**src/rtl/core/lppd_pkg.sv**
```systemverilog
// ----------------------------------------------------------------------------
// lppd_pkg
// Shared types, widths and constants of the line position PID drive core.
// ----------------------------------------------------------------------------
package lppd_pkg;

   localparam int SENSORS_DEF = 6;

   localparam int GAIN_W      = 16;
   localparam int SPEED_W     = 8;
   localparam int FLOOR_W     = 9;
   localparam int POS_OUT_W   = 13;
   localparam int ERR_W       = 14;
   localparam int PREV_W      = 13;
   localparam int DERIV_W     = 15;
   localparam int INTEG_W     = 24;
   localparam int MOP_W       = 25;
   localparam int MUL_W       = 42;
   localparam int ACC_W       = 44;
   localparam int CORR_W      = 36;
   localparam int SPD_W       = CORR_W + 1;
   localparam int CLAMP_W     = 11;
   localparam int CSR_INDEX_W = 3;
   localparam int CSR_DATA_W  = 16;
   localparam int DIV_BITS    = 4;
   localparam int QUEUE_DEPTH = 2;

   localparam logic [GAIN_W-1:0]         GAIN_PROP_RST  = 16'd640;
   localparam logic [GAIN_W-1:0]         GAIN_INTEG_RST = 16'd13;
   localparam logic [GAIN_W-1:0]         GAIN_DERIV_RST = 16'd461;
   localparam logic [SPEED_W-1:0]        BASE_RST       = 8'd255;
   localparam logic [SPEED_W-1:0]        CEILING_RST    = 8'd255;
   localparam logic signed [FLOOR_W-1:0] FLOOR_RST      = -9'sd150;

   typedef enum logic [CSR_INDEX_W-1:0] {
      CSR_GAIN_PROP     = 3'd0,
      CSR_GAIN_INTEG    = 3'd1,
      CSR_GAIN_DERIV    = 3'd2,
      CSR_BASE_SPEED    = 3'd3,
      CSR_SPEED_CEILING = 3'd4,
      CSR_SPEED_FLOOR   = 3'd5
   } csr_index_type;

   typedef struct packed {
      logic [GAIN_W-1:0]         gain_prop;
      logic [GAIN_W-1:0]         gain_integ;
      logic [GAIN_W-1:0]         gain_deriv;
      logic [SPEED_W-1:0]        base_speed;
      logic [SPEED_W-1:0]        speed_ceiling;
      logic signed [FLOOR_W-1:0] speed_floor;
   } cfg_type;

   typedef enum logic [3:0] {
      ST_IDLE,
      ST_DIVIDE,
      ST_ERROR,
      ST_MUL_P,
      ST_MUL_I,
      ST_MUL_D,
      ST_SUM,
      ST_CORR,
      ST_DRIVE
   } back_state_type;

   typedef struct packed {
      logic               reverse;
      logic [SPEED_W-1:0] duty;
   } drive_type;

   // clamp to floor then ceiling, split into direction and magnitude
   function automatic drive_type drive_split(input logic signed [SPD_W-1:0]   s,
                                             input logic signed [FLOOR_W-1:0] lo,
                                             input logic [SPEED_W-1:0]        hi);
      logic signed [SPD_W-1:0]   lo_e;
      logic signed [SPD_W-1:0]   hi_e;
      logic signed [SPD_W-1:0]   c;
      logic signed [CLAMP_W-1:0] c_n;
      logic [CLAMP_W-1:0]        mag;
      drive_type                 d;
      lo_e = SPD_W'(lo);
      hi_e = $signed({{(SPD_W-SPEED_W){1'b0}}, hi});
      if (s < lo_e) begin
         c = lo_e;
      end else if (s > hi_e) begin
         c = hi_e;
      end else begin
         c = s;
      end
      c_n = CLAMP_W'(c);
      mag = c_n[CLAMP_W-1] ? CLAMP_W'(-c_n) : CLAMP_W'(c_n);
      d.reverse = c_n[CLAMP_W-1];
      d.duty    = (mag > CLAMP_W'(255)) ? {SPEED_W{1'b1}} : mag[SPEED_W-1:0];
      return d;
   endfunction

endpackage

```
**src/rtl/core/lppd_front.sv**
```systemverilog
// ----------------------------------------------------------------------------
// lppd_front
// Takes sensor words, counts black sensors and forms 1000 * index sum.
// ----------------------------------------------------------------------------
module lppd_front import lppd_pkg::*; #(
   parameter  int SENSORS = SENSORS_DEF,
   localparam int SUM_MAX = SENSORS * (SENSORS - 1) / 2,
   localparam int CNT_W   = $clog2(SENSORS + 1),
   localparam int NUM_W   = $clog2(1000 * SUM_MAX + 1),
   localparam int ENTRY_W = NUM_W + CNT_W
) (
   input  logic                      req_valid,
   output logic                      req_ready,
   input  logic [SENSORS-1:0]        req_sensor_levels,
   input  logic                      queue_full,
   output logic                      queue_push,
   output logic [ENTRY_W-1:0]        queue_data
);

   localparam int SUM_W   = $clog2(SUM_MAX + 1);

   logic [SUM_W-1:0] idx_sum;
   logic [CNT_W-1:0] black_cnt;
   logic [NUM_W-1:0] numerator;

   always_comb begin
      idx_sum   = '0;
      black_cnt = '0;
      for (int i = 0; i < SENSORS; i++) begin
         if (!req_sensor_levels[i]) begin
            idx_sum   = idx_sum + SUM_W'(i);
            black_cnt = black_cnt + CNT_W'(1);
         end
      end
   end

   assign numerator  = NUM_W'(idx_sum) * NUM_W'(1000);
   assign req_ready  = !queue_full;
   assign queue_push = req_valid && !queue_full;
   assign queue_data = {numerator, black_cnt};

endmodule

```
**src/rtl/core/lppd_queue.sv**
```systemverilog
// ----------------------------------------------------------------------------
// lppd_queue
// Short FIFO between front and back.
// ----------------------------------------------------------------------------
module lppd_queue import lppd_pkg::*; #(
   parameter int WIDTH = 8,
   parameter int DEPTH = QUEUE_DEPTH
) (
   input  logic             clock,
   input  logic             reset,
   input  logic             push,
   input  logic [WIDTH-1:0] push_data,
   output logic             full,
   input  logic             pop,
   output logic [WIDTH-1:0] pop_data,
   output logic             empty
);

   localparam int PTR_W = (DEPTH > 1) ? $clog2(DEPTH) : 1;
   localparam int CNT_W = $clog2(DEPTH + 1);

   logic [WIDTH-1:0] mem_ff [DEPTH];
   logic [PTR_W-1:0] wr_ptr_ff, wr_ptr_in;
   logic [PTR_W-1:0] rd_ptr_ff, rd_ptr_in;
   logic [CNT_W-1:0] cnt_ff, cnt_in;
   logic             do_push, do_pop;

   assign full     = (cnt_ff == CNT_W'(DEPTH));
   assign empty    = (cnt_ff == '0);
   assign do_push  = push && !full;
   assign do_pop   = pop && !empty;
   assign pop_data = mem_ff[rd_ptr_ff];

   always_comb begin
      wr_ptr_in = wr_ptr_ff;
      rd_ptr_in = rd_ptr_ff;
      cnt_in    = cnt_ff;
      if (do_push) begin
         wr_ptr_in = (wr_ptr_ff == PTR_W'(DEPTH - 1)) ? '0 : wr_ptr_ff + PTR_W'(1);
      end
      if (do_pop) begin
         rd_ptr_in = (rd_ptr_ff == PTR_W'(DEPTH - 1)) ? '0 : rd_ptr_ff + PTR_W'(1);
      end
      if (do_push && !do_pop) begin
         cnt_in = cnt_ff + CNT_W'(1);
      end else if (do_pop && !do_push) begin
         cnt_in = cnt_ff - CNT_W'(1);
      end
   end

   always_ff @(posedge clock) begin
      if (reset) begin
         wr_ptr_ff <= '0;
         rd_ptr_ff <= '0;
         cnt_ff    <= '0;
      end else begin
         wr_ptr_ff <= wr_ptr_in;
         rd_ptr_ff <= rd_ptr_in;
         cnt_ff    <= cnt_in;
      end
   end

   always_ff @(posedge clock) begin
      if (do_push) begin
         mem_ff[wr_ptr_ff] <= push_data;
      end
   end

endmodule

```
**src/rtl/core/lppd_div.sv**
```systemverilog
// ----------------------------------------------------------------------------
// lppd_div
// Restoring unsigned divider, DIV_BITS quotient bits per cycle.
// ----------------------------------------------------------------------------
module lppd_div import lppd_pkg::*; #(
   parameter int NUM_W = 14,
   parameter int DEN_W = 3
) (
   input  logic             clock,
   input  logic             reset,
   input  logic             start,
   input  logic [NUM_W-1:0] numerator,
   input  logic [DEN_W-1:0] denominator,
   output logic             done,
   output logic [NUM_W-1:0] quotient
);

   localparam int STEPS  = (NUM_W + DIV_BITS - 1) / DIV_BITS;
   localparam int PAD_W  = STEPS * DIV_BITS;
   localparam int STEP_W = $clog2(STEPS + 1);

   logic [PAD_W-1:0]  dvd_ff, dvd_in;
   logic [DEN_W-1:0]  rem_ff, rem_in;
   logic [DEN_W-1:0]  den_ff;
   logic [STEP_W-1:0] step_ff;
   logic              busy_ff;
   logic              done_ff;

   always_comb begin
      logic [DEN_W:0] trial;
      logic           qbit;
      dvd_in = dvd_ff;
      rem_in = rem_ff;
      for (int j = 0; j < DIV_BITS; j++) begin
         trial = {rem_in, dvd_in[PAD_W-1]};
         qbit  = (trial >= {1'b0, den_ff});
         if (qbit) begin
            trial = trial - {1'b0, den_ff};
         end
         rem_in = trial[DEN_W-1:0];
         dvd_in = {dvd_in[PAD_W-2:0], qbit};
      end
   end

   always_ff @(posedge clock) begin
      if (reset) begin
         busy_ff <= 1'b0;
         done_ff <= 1'b0;
         step_ff <= '0;
      end else begin
         done_ff <= 1'b0;
         if (start) begin
            busy_ff <= 1'b1;
            step_ff <= '0;
         end else if (busy_ff) begin
            step_ff <= step_ff + STEP_W'(1);
            if (step_ff == STEP_W'(STEPS - 1)) begin
               busy_ff <= 1'b0;
               done_ff <= 1'b1;
            end
         end
      end
   end

   always_ff @(posedge clock) begin
      if (start) begin
         dvd_ff <= PAD_W'(numerator);
         rem_ff <= '0;
         den_ff <= denominator;
      end else if (busy_ff) begin
         dvd_ff <= dvd_in;
         rem_ff <= rem_in;
      end
   end

   assign done     = done_ff;
   assign quotient = dvd_ff[NUM_W-1:0];

endmodule

```
**src/rtl/core/lppd_back.sv**
```systemverilog
// ----------------------------------------------------------------------------
// lppd_back
// Position divide, PID update on a shared multiplier, motor drive output.
// ----------------------------------------------------------------------------
module lppd_back import lppd_pkg::*; #(
   parameter  int SENSORS = SENSORS_DEF,
   localparam int SUM_MAX = SENSORS * (SENSORS - 1) / 2,
   localparam int CNT_W   = $clog2(SENSORS + 1),
   localparam int NUM_W   = $clog2(1000 * SUM_MAX + 1),
   localparam int ENTRY_W = NUM_W + CNT_W
) (
   input  logic                 clock,
   input  logic                 reset,
   input  cfg_type              cfg,
   input  logic                 queue_empty,
   input  logic [ENTRY_W-1:0]   queue_data,
   output logic                 queue_pop,
   output logic                 rsp_valid,
   input  logic                 rsp_ready,
   output logic [POS_OUT_W-1:0] rsp_line_position,
   output logic                 rsp_left_reverse,
   output logic [SPEED_W-1:0]   rsp_left_duty,
   output logic                 rsp_right_reverse,
   output logic [SPEED_W-1:0]   rsp_right_duty
);

   localparam int CENTRE  = 500 * (SENSORS - 1);
   localparam int POS_W   = $clog2(1000 * (SENSORS - 1) + 1);

   back_state_type state_ff, state_in;

   logic [NUM_W-1:0]          quotient;
   logic                      div_done;
   logic                      div_start;
   logic                      zero_ff;
   logic [POS_W-1:0]          pos_ff;
   logic signed [ERR_W-1:0]   err_ff;
   logic signed [DERIV_W-1:0] deriv_ff;
   logic signed [INTEG_W-1:0] integral_ff;
   logic signed [PREV_W-1:0]  prev_ff;
   logic signed [MUL_W-1:0]   prod_ff, prod_in;
   logic signed [ACC_W-1:0]   acc_ff;
   logic signed [CORR_W-1:0]  corr_ff;

   logic signed [POS_W:0]     err_wide;
   logic signed [ERR_W-1:0]   err_in;
   logic signed [MOP_W-1:0]   integ_sum;
   logic signed [INTEG_W-1:0] integ_in;
   logic signed [DERIV_W-1:0] deriv_in;
   logic signed [MOP_W-1:0]   op_a;
   logic [GAIN_W-1:0]         gain_sel;
   logic signed [ACC_W-1:0]   acc_adj;
   logic signed [SPD_W-1:0]   base_e, corr_e;
   drive_type                 left_drv, right_drv;
   logic                      slot_free;
   logic                      rsp_load;

   logic                      rsp_valid_ff;
   logic [POS_OUT_W-1:0]      rsp_pos_ff;
   drive_type                 rsp_left_ff, rsp_right_ff;

   lppd_div #(
      .NUM_W (NUM_W),
      .DEN_W (CNT_W)
   ) u_div (
      .clock       (clock),
      .reset       (reset),
      .start       (div_start),
      .numerator   (queue_data[ENTRY_W-1:CNT_W]),
      .denominator (queue_data[CNT_W-1:0]),
      .done        (div_done),
      .quotient    (quotient)
   );

   assign slot_free = !rsp_valid_ff || rsp_ready;

   // next state
   always_comb begin
      state_in = state_ff;
      case (state_ff)
         ST_IDLE: begin
            if (!queue_empty) begin
               state_in = ST_DIVIDE;
            end
         end
         ST_DIVIDE: begin
            if (div_done) begin
               state_in = ST_ERROR;
            end
         end
         ST_ERROR: state_in = ST_MUL_P;
         ST_MUL_P: state_in = ST_MUL_I;
         ST_MUL_I: state_in = ST_MUL_D;
         ST_MUL_D: state_in = ST_SUM;
         ST_SUM:   state_in = ST_CORR;
         ST_CORR:  state_in = ST_DRIVE;
         ST_DRIVE: begin
            if (slot_free) begin
               state_in = ST_IDLE;
            end
         end
         default:  state_in = ST_IDLE;
      endcase
   end

   // outputs
   always_comb begin
      queue_pop = 1'b0;
      div_start = 1'b0;
      rsp_load  = 1'b0;
      op_a      = MOP_W'(err_ff);
      gain_sel  = cfg.gain_prop;
      case (state_ff)
         ST_IDLE: begin
            queue_pop = !queue_empty;
            div_start = !queue_empty;
         end
         ST_MUL_I: begin
            op_a     = MOP_W'(integral_ff);
            gain_sel = cfg.gain_integ;
         end
         ST_MUL_D: begin
            op_a     = MOP_W'(deriv_ff);
            gain_sel = cfg.gain_deriv;
         end
         ST_DRIVE: rsp_load = slot_free;
         default: ;
      endcase
   end

   always_comb begin
      err_wide  = $signed({1'b0, POS_W'(CENTRE)}) - $signed({1'b0, pos_ff});
      err_in    = ERR_W'(err_wide);
      integ_sum = MOP_W'(integral_ff) + MOP_W'(err_in);
      if (integ_sum[MOP_W-1] != integ_sum[MOP_W-2]) begin
         integ_in = integ_sum[MOP_W-1] ? {1'b1, {(INTEG_W-1){1'b0}}}
                                       : {1'b0, {(INTEG_W-1){1'b1}}};
      end else begin
         integ_in = integ_sum[INTEG_W-1:0];
      end
      deriv_in = DERIV_W'(err_in) - DERIV_W'(prev_ff);
      prod_in  = op_a * $signed({1'b0, gain_sel});
      acc_adj  = acc_ff + $signed({{(ACC_W-8){1'b0}}, {8{acc_ff[ACC_W-1]}}});
      base_e   = $signed({{(SPD_W-SPEED_W){1'b0}}, cfg.base_speed});
      corr_e   = SPD_W'(corr_ff);
      left_drv  = drive_split(base_e + corr_e, cfg.speed_floor, cfg.speed_ceiling);
      right_drv = drive_split(base_e - corr_e, cfg.speed_floor, cfg.speed_ceiling);
   end

   always_ff @(posedge clock) begin
      if (reset) begin
         state_ff     <= ST_IDLE;
         integral_ff  <= '0;
         prev_ff      <= '0;
         rsp_valid_ff <= 1'b0;
      end else begin
         state_ff <= state_in;
         if (state_ff == ST_ERROR) begin
            integral_ff <= integ_in;
            prev_ff     <= err_in[PREV_W-1:0];
         end
         if (rsp_load) begin
            rsp_valid_ff <= 1'b1;
         end else if (rsp_ready) begin
            rsp_valid_ff <= 1'b0;
         end
      end
   end

   always_ff @(posedge clock) begin
      if (queue_pop) begin
         zero_ff <= (queue_data[CNT_W-1:0] == '0);
      end
      if (state_ff == ST_DIVIDE && div_done) begin
         pos_ff <= zero_ff ? POS_W'(CENTRE) : POS_W'(quotient);
      end
      if (state_ff == ST_ERROR) begin
         err_ff   <= err_in;
         deriv_ff <= deriv_in;
      end
      prod_ff <= prod_in;
      case (state_ff)
         ST_MUL_I: acc_ff <= ACC_W'(prod_ff);
         ST_MUL_D,
         ST_SUM:   acc_ff <= acc_ff + ACC_W'(prod_ff);
         ST_CORR:  corr_ff <= CORR_W'(acc_adj >>> 8);
         default: ;
      endcase
      if (rsp_load) begin
         rsp_pos_ff   <= POS_OUT_W'(pos_ff);
         rsp_left_ff  <= left_drv;
         rsp_right_ff <= right_drv;
      end
   end

   assign rsp_valid         = rsp_valid_ff;
   assign rsp_line_position = rsp_pos_ff;
   assign rsp_left_reverse  = rsp_left_ff.reverse;
   assign rsp_left_duty     = rsp_left_ff.duty;
   assign rsp_right_reverse = rsp_right_ff.reverse;
   assign rsp_right_duty    = rsp_right_ff.duty;

endmodule

```
**src/rtl/core/line_position_pid_drive_core.sv**
```systemverilog
// STEPS = ceil(NUM_W / 4) divider iterations (4 for six sensors). The back end
// takes one sensor word at a time through the divider, then three products
// through one shared multiplier, before it pops the next; the front end keeps
// accepting words while the queue has room.
// Two queue slots and the output register absorb stalls on either side.
// Reset (synchronous): gains and limits to defaults, integral and previous error to zero.
// ----------------------------------------------------------------------------
// line_position_pid_drive_core
// Sensor row to line position, PID correction and two motor drive words.
// ----------------------------------------------------------------------------
module line_position_pid_drive_core import lppd_pkg::*; #(
   parameter int SENSORS = SENSORS_DEF
) (
   input  logic                   clock,
   input  logic                   reset,
   input  logic                   req_valid,
   output logic                   req_ready,
   input  logic [SENSORS-1:0]     req_sensor_levels,
   output logic                   rsp_valid,
   input  logic                   rsp_ready,
   output logic [POS_OUT_W-1:0]   rsp_line_position,
   output logic                   rsp_left_reverse,
   output logic [SPEED_W-1:0]     rsp_left_duty,
   output logic                   rsp_right_reverse,
   output logic [SPEED_W-1:0]     rsp_right_duty,
   input  logic                   csr_valid,
   output logic                   csr_ready,
   input  logic [CSR_INDEX_W-1:0] csr_index,
   input  logic [CSR_DATA_W-1:0]  csr_data
);

   localparam int SUM_MAX = SENSORS * (SENSORS - 1) / 2;
   localparam int CNT_W   = $clog2(SENSORS + 1);
   localparam int NUM_W   = $clog2(1000 * SUM_MAX + 1);
   localparam int ENTRY_W = NUM_W + CNT_W;

   cfg_type              cfg_ff, cfg_in;
   logic                 queue_full, queue_empty, queue_push, queue_pop;
   logic [ENTRY_W-1:0]   push_data, pop_data;

   assign csr_ready = 1'b1;

   always_comb begin
      cfg_in = cfg_ff;
      if (csr_valid) begin
         case (csr_index)
            CSR_GAIN_PROP:     cfg_in.gain_prop     = csr_data;
            CSR_GAIN_INTEG:    cfg_in.gain_integ    = csr_data;
            CSR_GAIN_DERIV:    cfg_in.gain_deriv    = csr_data;
            CSR_BASE_SPEED:    cfg_in.base_speed    = csr_data[SPEED_W-1:0];
            CSR_SPEED_CEILING: cfg_in.speed_ceiling = csr_data[SPEED_W-1:0];
            CSR_SPEED_FLOOR:   cfg_in.speed_floor   = $signed(csr_data[FLOOR_W-1:0]);
            default: ;
         endcase
      end
   end

   always_ff @(posedge clock) begin
      if (reset) begin
         cfg_ff.gain_prop     <= GAIN_PROP_RST;
         cfg_ff.gain_integ    <= GAIN_INTEG_RST;
         cfg_ff.gain_deriv    <= GAIN_DERIV_RST;
         cfg_ff.base_speed    <= BASE_RST;
         cfg_ff.speed_ceiling <= CEILING_RST;
         cfg_ff.speed_floor   <= FLOOR_RST;
      end else begin
         cfg_ff <= cfg_in;
      end
   end

   lppd_front #(
      .SENSORS (SENSORS)
   ) u_front (
      .req_valid         (req_valid),
      .req_ready         (req_ready),
      .req_sensor_levels (req_sensor_levels),
      .queue_full        (queue_full),
      .queue_push        (queue_push),
      .queue_data        (push_data)
   );

   lppd_queue #(
      .WIDTH (ENTRY_W),
      .DEPTH (QUEUE_DEPTH)
   ) u_queue (
      .clock     (clock),
      .reset     (reset),
      .push      (queue_push),
      .push_data (push_data),
      .full      (queue_full),
      .pop       (queue_pop),
      .pop_data  (pop_data),
      .empty     (queue_empty)
   );

   lppd_back #(
      .SENSORS (SENSORS)
   ) u_back (
      .clock             (clock),
      .reset             (reset),
      .cfg               (cfg_ff),
      .queue_empty       (queue_empty),
      .queue_data        (pop_data),
      .queue_pop         (queue_pop),
      .rsp_valid         (rsp_valid),
      .rsp_ready         (rsp_ready),
      .rsp_line_position (rsp_line_position),
      .rsp_left_reverse  (rsp_left_reverse),
      .rsp_left_duty     (rsp_left_duty),
      .rsp_right_reverse (rsp_right_reverse),
      .rsp_right_duty    (rsp_right_duty)
   );

endmodule

```
**config.mk**
```make
export PLATFORM = sky130hd
export DESIGN_NAME = line_position_pid_drive_core
export DESIGN_NICKNAME = d
export VERILOG_FILES = /design/src/rtl/core/lppd_pkg.sv /design/src/rtl/core/lppd_front.sv /design/src/rtl/core/lppd_queue.sv /design/src/rtl/core/lppd_div.sv /design/src/rtl/core/lppd_back.sv /design/src/rtl/core/line_position_pid_drive_core.sv
export SDC_FILE = /design/constraint.sdc
export NUM_CORES = 2
export LEC_CHECK = 0
export BUFFER_PORTS_ARGS = -buffer_cell sky130_fd_sc_hd__clkbuf_2
export CORE_UTILIZATION = 30
export CTS_BUF_LIST = sky130_fd_sc_hd__clkbuf_2
export DETAILED_ROUTE_END_ITERATION = 12
export PLACE_DENSITY = 0.43
export SLEW_MARGIN = 0
export SYNTH_ARGS = -nofsm -noshare
export SYNTH_HDL_FRONTEND = slang
export SYNTH_SLANG_ARGS = --single-unit
export TNS_END_PERCENT = 30
```
**constraint.sdc**
```tcl
create_clock -name clock -period 12 [get_ports clock]
set_clock_uncertainty 0.2 [all_clocks]
set_input_delay 0.6 -clock clock [delete_from_list [all_inputs] [get_ports clock]]
set_output_delay 0.6 -clock clock [all_outputs]
set_load 0.05 [all_outputs]
```
==> impl_metrics.toml <==
[sta]
fmax_mhz = 105
tightest_slew_ps = 1160
slew_violations = 0
finalSetupViolations = 0
fin_crit_sh_pct = 79.1
slew_headroom_pct = 22.7
hold_slack_ps = 256
finalHoldViolations = 0
tns_ps = 0
period_needed_ps = 9490
rsz0062_at_grt = "no"

[detailed_routing]
first_pass_iters = 9
drt_wl_total_mm = 112
avgViaCountPerCell = 4.79
drcViolationCount = 0
ant_nets = 0
dr_total_vias = 30600
drt-initial-drc-count = 1582
wl_per_cell_um = 17.5

[floorplanning]
die_y_um = 365
die_area_mm2 = 0.133
die_x_um = 365
io_pins = 64
core_mm2 = 0.130
rows = 132
initial_utilization_pct = 30.4

[synth]
synth_seq_cells = 371
yosysWarnings = 0
syn_avg_cell_area_um2 = 8.93
yosysSeqAreaShare_pct = 23.9
synth_compound_area_share_pct = 12.0
synth_edf_count = 199
ys.flop_type = "edfxtp_1"
synthSimpleGateAreaFrac_pct = 17.2
synth-adder-area-share_pct = 31.3
ys_types = 101
muxShareOfSynthArea_pct = 2.07
synth_top_family_by_area = "adder cells"
synthCells = 4421
synthTopCellsByArea = "fa_1, edfxtp_1, ha_1, dfxtp_1, inv_1"
synthXorXnorAreaFrac_pct = 5.86
yosys.area.top_type = "fa_1"
async_reset_ff_share_pct = 0
syn_nets = 5182
synth.top_cell.area_share_pct = 20.1
netlist_area_mm2 = 0.0395

[power]
intPower_uw = 2890
p_leak_uw = 0.0191
powerDensity_mw_per_mm2 = 110
power.switching_uw = 1910
clkPwrFrac_pct = 20.7
p_sw_share_pct = 39.8
p_seq_share_pct = 35.1
ir_drop_v = 0.000323
combPwrFrac_pct = 44.2

[finish]
fin_nets = 5303
post_route_cells_drive_above_1_share_pct = 8.46
layout_common_cells = "inv_1, nand2_1, fa_1"
areaGrowthSynthToFinish_pct = 10.2
layout_commonest_cell = "inv_1"
design_area_mm2 = 0.0435

[cts]
cts_resized = 0
cts_tree = "yes"
clock_latency_ps = 1330
cts_made_buffers = 107
cts.sinks = 371
ctsRootBufferMaster = "clkbuf_2"
h-tree-depth = 3
clkTransAtPathRegs_ps = 90
max-clock-path-buffers = 3

[global_route]
grt_pass1_wl_mm = 177
antenna_found_initial = 3
grt_max_degree = 78
gr-usage-all-layers_pct = 17.0
gr-total-overflow = 0
grt_pass1_vias = 31700

[min_path]
holdPathStages = 2
hold_class = "reg2reg"

[status]
status = "finished, final reports clean"

[setup_path]
crit_family = "compound AO/OA/AOI/OAI gates"
cp_slowest_cell = "o21ai_1"
path_common_cell = "fa_1"
path_buf_inv = 5
ff2ff_path_depth = 30
criticalPathCategory = "reg2reg"
worst_path_largest_cell_delay_ps = 710
crit_cells = 30
crit_required_ps = 13000
worst_ep_arrival_time_ps = 10480
start_kind = "flop"
cp-end-kind = "flop"
path_max_fanout = 43

[placed_design]
portBuffers = 62
routabilityCongestion = 0.869
dp_hpwl_mm = 87.5
dpl-instance-area_mm2 = 0.0416

[flow_run]
max_cap_violations = 0
-- cells in the mapped netlist, types with 12 or more instances --
master,n
and3_1,38
xnor2_1,168
nand3_1,64
nor3_1,59
clkbuf_1,135
dfxtp_1,172
ha_1,334
fa_1,397
nand3b_1,34
xor2_1,96
buf_2,12
nand2b_1,43
or2_2,23
edfxtp_1,199
and2_1,34
a211oi_1,51
o211ai_1,16
maj3_1,23
o21ai_0,154
a21oi_1,236
a21o_1,71
or3_1,23
nor2b_1,55
o21bai_1,19
inv_1,594
a31oi_1,13
mux2i_1,67
nor2_1,365
nand4_1,44
o21a_1,40
mux2_2,13
nor4_1,35
nand2_1,570
-- cells by family after synthesis --
| logic type | after synthesis |
|---|---|
| simple gates | 1446 |
| buf+inv | 768 |
| fa+ha+maj | 754 |
| compound gates | 737 |
| flops | 371 |
| xor+xnor | 264 |
| mux | 80 |
| other cells | 1 |
-- power groups by stage --
stage               sequential, uW  combinational [uW]  clock [uW]
finish                        1690                2120         995
detailed placement            1720                2140           0
floorplan                     1650                1700           0
CTS                           1690                2170        1060
global placement              1720                2120           0
global route                  1710                2450        1110
-- repair_timing --
item                      CTS  global route
setup buffers               0             0
hold buffers               80             0
hold endpoints to repair  182             0
-- sequential cells by signal, summed over array words and instances (netlist names), 2 cells and up, named ones only --
| signal | count |
|---|---|
| u_back.corr_ff | 36 |
| u_back.rsp_left_duty | 8 |
| u_back.rsp_line_position | 13 |
| u_back.state_ff | 4 |
| u_back.u_div.rem_ff | 3 |
| u_back.integral_ff | 24 |
| u_back.u_div.dvd_ff | 16 |
| u_back.deriv_ff | 15 |
| u_back.acc_ff | 44 |
| u_back.u_div.den_ff | 3 |
| u_back.u_div.step_ff | 3 |
| u_back.err_ff | 14 |
| u_queue.cnt_ff | 2 |
| u_back.prod_ff | 42 |
| u_queue.mem_ff | 28 |
| u_back.pos_ff | 13 |
| u_back.prev_ff | 13 |
| u_back.rsp_right_duty | 8 |
| cfg_ff | 73 |
-- per-layer routing --
layer	part of all wire (%)	up-vias	global-route usage, %
met5	0	-	0
li1	-	15100	-
met2	47	561	28.7
met1	47	14800	22.3
met3	3.7	162	2.26
met4	2.7	0	5.57
-- through the flow --
stage	utilization (%)	worst slack (ps)	std cells	total power (uW)
final	33.5	2510	6384	4800
after global routing	33.5	1620	6384	5270
after CTS	33.4	2460	6377	4920
after detailed placement	32.0	2510	6095	3850
after global placement	32.0	2550	6095	3840
after floorplan	-	3600	4421	3350
-- worst reg2reg max path: cells and delay by family, from the launching register on --
family | cells | cell delay, ps
AND/OR/NAND/NOR | 4 | 1040
flip-flops | 1 | 460
buffers and inverters | 5 | 590
adder cells (fa/ha/maj) | 7 | 3440
XOR/XNOR | 1 | 130
AO/OA/AOI/OAI | 13 | 3570
-- layout make-up --
type,instances,area (um2)
Fill cell,13700,86500
Multi-Input combinational cell,3282,27200
Sequential cell,371,9420
Inverter,596,2240
Tap cell,1742,2180
Timing Repair Buffer,184,1430
Clock buffer,160,801
Clock inverter,42,231
Antenna cell,7,17.5
-- worst paths after layout --
check	from	endpoint	slack, ps
max	u_back.state_ff[2]	u_back.prod_ff[40]	2510
min reg2reg	cfg_ff[50]	cfg_ff[50]	260
min	cfg_ff[50]	cfg_ff[50]	260
max reg2reg	u_back.state_ff[2]	u_back.prod_ff[40]	2510
Note: power is estimated with default switching activity, not from simulation.
